==> src/u8d_pkg.sv <==
package u8d_pkg;

	typedef enum logic [2:0] {
		ST_OK       = 3'd0,
		ST_BAD_LEAD = 3'd1,
		ST_BAD_CONT = 3'd2,
		ST_OVERLONG = 3'd3,
		ST_TRUNC    = 3'd4
	} u8d_status_t;

	localparam int unsigned CP_W = 21;

	localparam logic [CP_W-1:0] MIN_LEN2 = CP_W'(128);
	localparam logic [CP_W-1:0] MIN_LEN3 = CP_W'(2048);
	localparam logic [CP_W-1:0] MIN_LEN4 = CP_W'(65536);

	typedef struct packed {
		logic [1:0]      remaining;
		logic [2:0]      seq_len;
		logic [CP_W-1:0] partial;
	} u8d_state_t;

	typedef struct packed {
		logic            emit;
		logic [CP_W-1:0] code_point;
		u8d_status_t     status;
		logic            eos;
	} u8d_result_t;

endpackage

==> src/u8d_step.sv <==
module u8d_step
	import u8d_pkg::*;
(
	input  u8d_state_t  cur,
	input  logic [7:0]  in_byte,
	input  logic        last_byte,
	output u8d_state_t  nxt,
	output u8d_result_t res
);

	logic [CP_W-1:0] shifted;
	logic            overlong;

	assign shifted = {cur.partial[CP_W-7:0], in_byte[5:0]};

	always_comb begin
		case (cur.seq_len)
			3'd2:    overlong = shifted < MIN_LEN2;
			3'd3:    overlong = shifted < MIN_LEN3;
			3'd4:    overlong = shifted < MIN_LEN4;
			default: overlong = 1'b0;
		endcase
	end

	always_comb begin
		nxt            = '0;
		res.emit       = 1'b0;
		res.code_point = '0;
		res.status     = ST_OK;
		res.eos        = last_byte;
		if (cur.remaining == 2'd0) begin
			if (!in_byte[7]) begin
				res.emit       = 1'b1;
				res.code_point = {{(CP_W-8){1'b0}}, in_byte};
			end else if (in_byte[7:5] == 3'b110) begin
				nxt.partial   = {{(CP_W-5){1'b0}}, in_byte[4:0]};
				nxt.seq_len   = 3'd2;
				nxt.remaining = 2'd1;
			end else if (in_byte[7:4] == 4'b1110) begin
				nxt.partial   = {{(CP_W-4){1'b0}}, in_byte[3:0]};
				nxt.seq_len   = 3'd3;
				nxt.remaining = 2'd2;
			end else if (in_byte[7:3] == 5'b11110) begin
				nxt.partial   = {{(CP_W-3){1'b0}}, in_byte[2:0]};
				nxt.seq_len   = 3'd4;
				nxt.remaining = 2'd3;
			end else begin
				res.emit   = 1'b1;
				res.status = ST_BAD_LEAD;
			end
			// lead of a longer sequence on the final word
			if (last_byte && in_byte[7] && !res.emit) begin
				nxt        = '0;
				res.emit   = 1'b1;
				res.status = ST_TRUNC;
			end
		end else if (last_byte && cur.remaining > 2'd1) begin
			res.emit   = 1'b1;
			res.status = ST_TRUNC;
		end else if (in_byte[7:6] != 2'b10) begin
			res.emit   = 1'b1;
			res.status = ST_BAD_CONT;
		end else if (cur.remaining == 2'd1) begin
			res.emit = 1'b1;
			if (overlong) begin
				res.status = ST_OVERLONG;
			end else begin
				res.code_point = shifted;
			end
		end else begin
			nxt.partial   = shifted;
			nxt.seq_len   = cur.seq_len;
			nxt.remaining = cur.remaining - 2'd1;
		end
	end

endmodule

==> src/utf8_stream_decoder_core.sv <==
// utf8_stream_decoder_core: streaming UTF-8 to UTF-32 decoder
//
// input channel: in_valid/in_ready carry one word, in_byte plus last_byte,
// which marks the final byte of a string
// output channel: out_valid/out_ready carry code_point, status and
// end_of_string; status 0 is a good code point, 1 bad lead, 2 bad
// continuation, 3 overlong form, 4 string cut short; code_point is zero
// on any error
// a result appears only on the byte that completes or breaks a sequence,
// so lead and middle bytes of a multi-byte form give no output word
// each accepted byte is held in the input register and decoded into the
// result register once that register is free
// throughput: one byte per cycle unless the receiver stalls, set by the
// input register feeding the single decode step into the output register
// reset clears the valid flags and returns the decoder to waiting for a
// lead byte; a stalled receiver holds the output word, the input register
// still takes one more byte, then in_ready drops until out_ready returns
module utf8_stream_decoder_core
	import u8d_pkg::*;
(
	input  logic            clk,
	input  logic            arst_n,
	input  logic            in_valid,
	output logic            in_ready,
	input  logic [7:0]      in_byte,
	input  logic            last_byte,
	output logic            out_valid,
	input  logic            out_ready,
	output logic [CP_W-1:0] code_point,
	output logic [2:0]      status,
	output logic            end_of_string
);

	logic            valid_s1;
	logic [7:0]      byte_s1;
	logic            last_s1;
	u8d_state_t      state_q;
	u8d_state_t      state_nxt;
	u8d_result_t     res;
	logic            out_valid_q;
	logic [CP_W-1:0] cp_q;
	u8d_status_t     status_q;
	logic            eos_q;
	logic            out_free;
	logic            proc_s1;

	assign out_free = !out_valid_q || out_ready;
	assign proc_s1  = valid_s1 && out_free;
	assign in_ready = !valid_s1 || out_free;

	u8d_step u_step (
		.cur       (state_q),
		.in_byte   (byte_s1),
		.last_byte (last_s1),
		.nxt       (state_nxt),
		.res       (res)
	);

	// input register
	always_ff @(posedge clk or negedge arst_n) begin
		if (!arst_n) begin
			valid_s1 <= 1'b0;
		end else if (in_ready) begin
			valid_s1 <= in_valid;
		end
	end

	always_ff @(posedge clk) begin
		if (in_ready && in_valid) begin
			byte_s1 <= in_byte;
			last_s1 <= last_byte;
		end
	end

	// sequence state
	always_ff @(posedge clk or negedge arst_n) begin
		if (!arst_n) begin
			state_q <= '0;
		end else if (proc_s1) begin
			state_q <= state_nxt;
		end
	end

	// result register
	always_ff @(posedge clk or negedge arst_n) begin
		if (!arst_n) begin
			out_valid_q <= 1'b0;
		end else if (out_free) begin
			out_valid_q <= proc_s1 && res.emit;
		end
	end

	always_ff @(posedge clk) begin
		if (proc_s1 && res.emit) begin
			cp_q     <= res.code_point;
			status_q <= res.status;
			eos_q    <= res.eos;
		end
	end

	assign out_valid     = out_valid_q;
	assign code_point    = cp_q;
	assign status        = status_q;
	assign end_of_string = eos_q;

`ifndef SYNTH
	a_err_zero_cp: assert property (@(posedge clk) disable iff (!arst_n)
		out_valid_q && status_q != ST_OK |-> cp_q == '0)
		else $error("error word with nonzero code point");

	a_last_idle: assert property (@(posedge clk) disable iff (!arst_n)
		proc_s1 && last_s1 |=> state_q.remaining == 2'd0)
		else $error("decoder not idle after final byte");

	a_last_emits: assert property (@(posedge clk) disable iff (!arst_n)
		proc_s1 && last_s1 |=> out_valid_q && eos_q)
		else $error("final byte gave no result word");

	a_idle_clean: assert property (@(posedge clk) disable iff (!arst_n)
		state_q.remaining == 2'd0 |-> state_q.seq_len == 3'd0 && state_q.partial == '0)
		else $error("idle state holds stale sequence data");
`endif

endmodule

==> config.mk <==
export PLATFORM = sky130hd
export DESIGN_NAME = utf8_stream_decoder_core
export DESIGN_NICKNAME = d
export VERILOG_FILES = /design/src/u8d_pkg.sv /design/src/u8d_step.sv /design/src/utf8_stream_decoder_core.sv
export SDC_FILE = /design/constraint.sdc
export NUM_CORES = 1
export LEC_CHECK = 0
export BUFFER_PORTS_ARGS = -buffer_cell sky130_fd_sc_hd__buf_4
export CELL_PAD_IN_SITES_DETAIL_PLACEMENT = 2
export CELL_PAD_IN_SITES_GLOBAL_PLACEMENT = 2
export CORE_MARGIN = 1.5
export CORE_UTILIZATION = 32
export DETAILED_ROUTE_END_ITERATION = 10
export HOLD_SLACK_MARGIN = 0.05
export PLACE_DENSITY_LB_ADDON = 0.1
export RECOVER_POWER = 25
export SLEW_MARGIN = 40
export SYNTH_ARGS = -nofsm -noshare
export SYNTH_HDL_FRONTEND = slang
export SYNTH_SLANG_ARGS = --single-unit
export TNS_END_PERCENT = 100
==> constraint.sdc <==
create_clock -name clk -period 3.44 [get_ports clk]
set_input_delay 0.688 -clock clk [delete_from_list [all_inputs] [get_ports clk]]
set_output_delay 0.688 -clock clk [all_outputs]
set_load 0.005 [all_outputs]
==> Implementation_results.wiki <==
{| class="wikitable"
! Metric !! Value
|-
| Most common cell after layout, fill and taps aside || sky130_fd_sc_hd__nand2_1
|-
| Static leakage || 1.26 nW
|-
| Data required time of the critical path || 3.44 ns
|-
| Die footprint || 7950 um^2
|-
| Type of the setup path with the least slack || register to register
|-
| Finished Core Util || 40.3%
|-
| Die Width || 89.2 um
|-
| Clock Pin Slew Worst Setup and Hold Paths || 0.09 ns
|-
| Residual overflow from global routing || 0
|-
| Post-synth top flop || sky130_fd_sc_hd__edfxtp_1
|-
| Number of buffers added by the clock tree synthesis step || 5
|-
| Clock buffer depth || 2
|-
| Hold Path Class || register to register
|-
| Result of the run || finished clean
|-
| DRC violation total after the first TritonRoute iteration || 57
|-
| Antenna violations before repair || 0
|-
| Setup repair after global routing missed its margin || no
|-
| Max-slew headroom at the worst pin || 13.8%
|-
| Buffer count from post-CTS setup fixing || 0
|-
| Post-synthesis cell type count || 35
|-
| Final setup violation count || 0
|-
| CP arrival || 2.15 ns
|-
| Worst clock skew on the final layout || between 0.01 and 0.015 ns
|-
| FFs w/ async S/R, synth || 39.3%
|-
| Worst Path Max Fanout || 19
|-
| Tmin final || 2.15 ns
|-
| TritonCTS clock tree || yes
|-
| Layout Area Growth over Synthesis || 22.4%
|-
| VDD IR-drop max || 0.225 mV
|-
| Transition time of the tightest slew-check pin || 1.29 ns
|-
| Synthesized area per cell || 11.3 um^2
|-
| Clock sink count || 56
|-
| Post-route antenna net violation count || 0
|-
| Final Cycle Share || 62.5%
|-
| Port-buffer cells || 39
|-
| Count of mapped cells out of synthesis || around 210
|-
| Most numerous cell on the critical path || sky130_fd_sc_hd__buf_4
|-
| Share of synthesized area occupied by flip-flops and latches || 66.1%
|-
| Total DRC errors in the routed layout || 0
|-
| Number of gates given a new drive strength after cts || 0
|-
| Number of filler cells placed in the layout || 803
|-
| Number of standard-cell rows in the floorplan || 31
|-
| Final hold violation count || 0
|-
| Pwr/cell area || approximately 570 nW/um^2
|-
| Maximum number of pins on one net before global-route repair || 23
|-
| Total count of max-transition violations in the final report || 0
|-
| Synthesized area || 2380 um^2
|-
| Via count of the first global-routing pass || between 1.5k and 2k
|-
| Wire length of the first global-routing pass || 9.29 mm
|-
| Initial standard-cell utilization of the core || 32.9%
|-
| Height of the die || 89.2 um
|-
| Hold buffer count at cts || 0
|-
| Number of storage elements in the synthesis netlist || 56
|-
| Number of top-level pins || 40
|-
| Ratio of cells with drive above 1 in the final layout || 22.5%
|-
| Final GP Congestion || 0.738
|-
| Net count of the finished layout || 267
|-
| Maximum clock frequency || 465 MHz
|-
| Critical Path Start Type || register
|-
| Std-Cell Core Area || 7210 um^2
|-
| Per-cell via count in the routed design || 4.82
|-
| Worst Setup End Kind || register
|-
| Number of enable flip-flop cells after synthesis || 34
|-
| Smallest setup slack after layout || 1.29 ns
|-
| Final TNS setup || 0 ns
|-
| Clock network latency to the later pin of the worst-skew pair || 0.31 ns
|-
| Placement-stage worst setup slack || 1.19 ns
|-
| Count of H-tree levels built during CTS || 2
|-
| DP Wirelength || between 4 and 5 mm
|-
| Synthesized Nets || 226
|-
| Number of detailed-routing iterations run before antenna repair || 4
|-
| Ys Warns || 0
|-
| Number of max-cap violations || 0
|-
| Total via count in the routed design || 1,696
|-
| Clock root buffer master || sky130_fd_sc_hd__clkbuf_8
|-
| Critical path cell sequence || inv_1, ha_1, nor4b_4, buf_4, a211oi_4, buf_4
|-
| Smallest hold slack || 0.504 ns
|-
| Slowest library cell on the worst path || sky130_fd_sc_hd__ha_1
|-
| Global Route Usage Sum || 16.0%
|-
| Crit path largest cell delay || about 0.46 ns
|-
| Total routed wirelength || ~5.7 mm
|-
| Average wire length per cell after detail routing || 16.1 um
|-
| Commonest cells after routing, fill and taps aside || sky130_fd_sc_hd__nand2_1, sky130_fd_sc_hd__edfxtp_1, sky130_fd_sc_hd__buf_4
|-
| Ant diodes || 0
|}
flip-flops by register name, indices dropped and copies added (netlist names):
signal	count
byte_s1	8
code_point	21
end_of_string	1
last_s1	1
out_valid	1
state_q	20
status	3
valid_s1	1
layout make-up:
type                            instances  area [um^2]  share of cell area [%]
Multi-Input combinational cell        140          756                    26.0
Timing Repair Buffer                   44          327                    11.2
Clock buffer                            6         72.6                    2.50
Tap cell                               99          124                    4.26
Clock inverter                          2         38.8                    1.33
Sequential cell                        56         1570                    54.0
Inverter                                5         18.8                   0.645
final timing paths:
path                                          from                           end  slack, ns  cells after the start
max reg2reg                state_q[25]$_DFFE_PN0P_  code_point[16]$_SDFFCE_PP0P_       1.29                      6
min reg2reg                state_q[10]$_DFFE_PN0P_       state_q[10]$_DFFE_PN0P_       0.50                      2
min                        state_q[10]$_DFFE_PN0P_       state_q[10]$_DFFE_PN0P_       0.50                      2
max                        state_q[25]$_DFFE_PN0P_  code_point[16]$_SDFFCE_PP0P_       1.29                      6
max in group asynchronous                   arst_n       state_q[11]$_DFFE_PN0P_       2.04                      1
min in group asynchronous                   arst_n        state_q[0]$_DFFE_PN0P_       0.63                      1
metal layers:
layer / up-vias / part of all wire [%] / global-route usage, %
li1: 813 / - / -
met1: 845 / 45 / 19.3
met2: 32 / 50 / 28.6
met3: 6 / 3.2 / 3.60
met4: 0 / 1.1 / 4.62
met5: - / 0 / 0
cell usage after synthesis (2+ instances only):
library cell	count	area share (%)
sky130_fd_sc_hd__nand2_1	52	8.2
sky130_fd_sc_hd__dfrtp_1	22	23
sky130_fd_sc_hd__clkbuf_1	6	0.95
sky130_fd_sc_hd__a21o_1	2	0.63
sky130_fd_sc_hd__nand2b_1	2	0.53
sky130_fd_sc_hd__nor3_1	2	0.42
sky130_fd_sc_hd__a21oi_1	9	1.9
sky130_fd_sc_hd__o21ai_0	7	1.5
sky130_fd_sc_hd__o41ai_1	2	0.74
sky130_fd_sc_hd__nand3_1	14	2.9
sky130_fd_sc_hd__nor2_1	21	3.3
sky130_fd_sc_hd__ha_1	2	1.1
sky130_fd_sc_hd__o2bb2ai_1	2	0.74
sky130_fd_sc_hd__and2_1	7	1.8
sky130_fd_sc_hd__buf_2	4	0.84
sky130_fd_sc_hd__inv_1	5	0.79
sky130_fd_sc_hd__edfxtp_1	34	43
cells by family (layout without fill, tap and decap cells):
family | after synthesis | in the layout | share of synthesized area (%)
mux | 1 | 1 | 0.474
fa+ha+maj | 2 | 2 | 1.05
simple gates | 108 | 108 | 21.7
compound gates | 29 | 29 | 8.06
buf+inv | 15 | 57 | 2.58
flops | 56 | 56 | 66.1
critical path: cells and delay by family (launching register included):
family | cells | cell delay, ns
buffers and inverters | 3 | 0.63
and+or+nand+nor | 1 | 0.13
AOI/OAI and AO/OA | 1 | 0.22
adders and majority gates | 1 | 0.46
DFF | 1 | 0.39
stage by stage:
step / instance area [um^2] / power [W] / cells
after global placement: 2790 / 0.00122 / 343
after global routing: 2910 / 0.00175 / 352
final: 2910 / 0.00165 / 352
after floorplan: 2380 / 0.00106 / 211
after detailed placement: 2790 / 0.00124 / 343
after CTS: 2900 / 0.00167 / 351
where the power goes:
part | total, W | switching [W] | internal (W)
clock | 0.000439 | 0.000218 | 0.000220
combinational | 0.000339 | 0.000195 | 0.000144
sequential | 0.000872 | 0.0000530 | 0.000819
total | 0.00165 | 0.000466 | 0.00118
(Power assumes the default switching activity.)
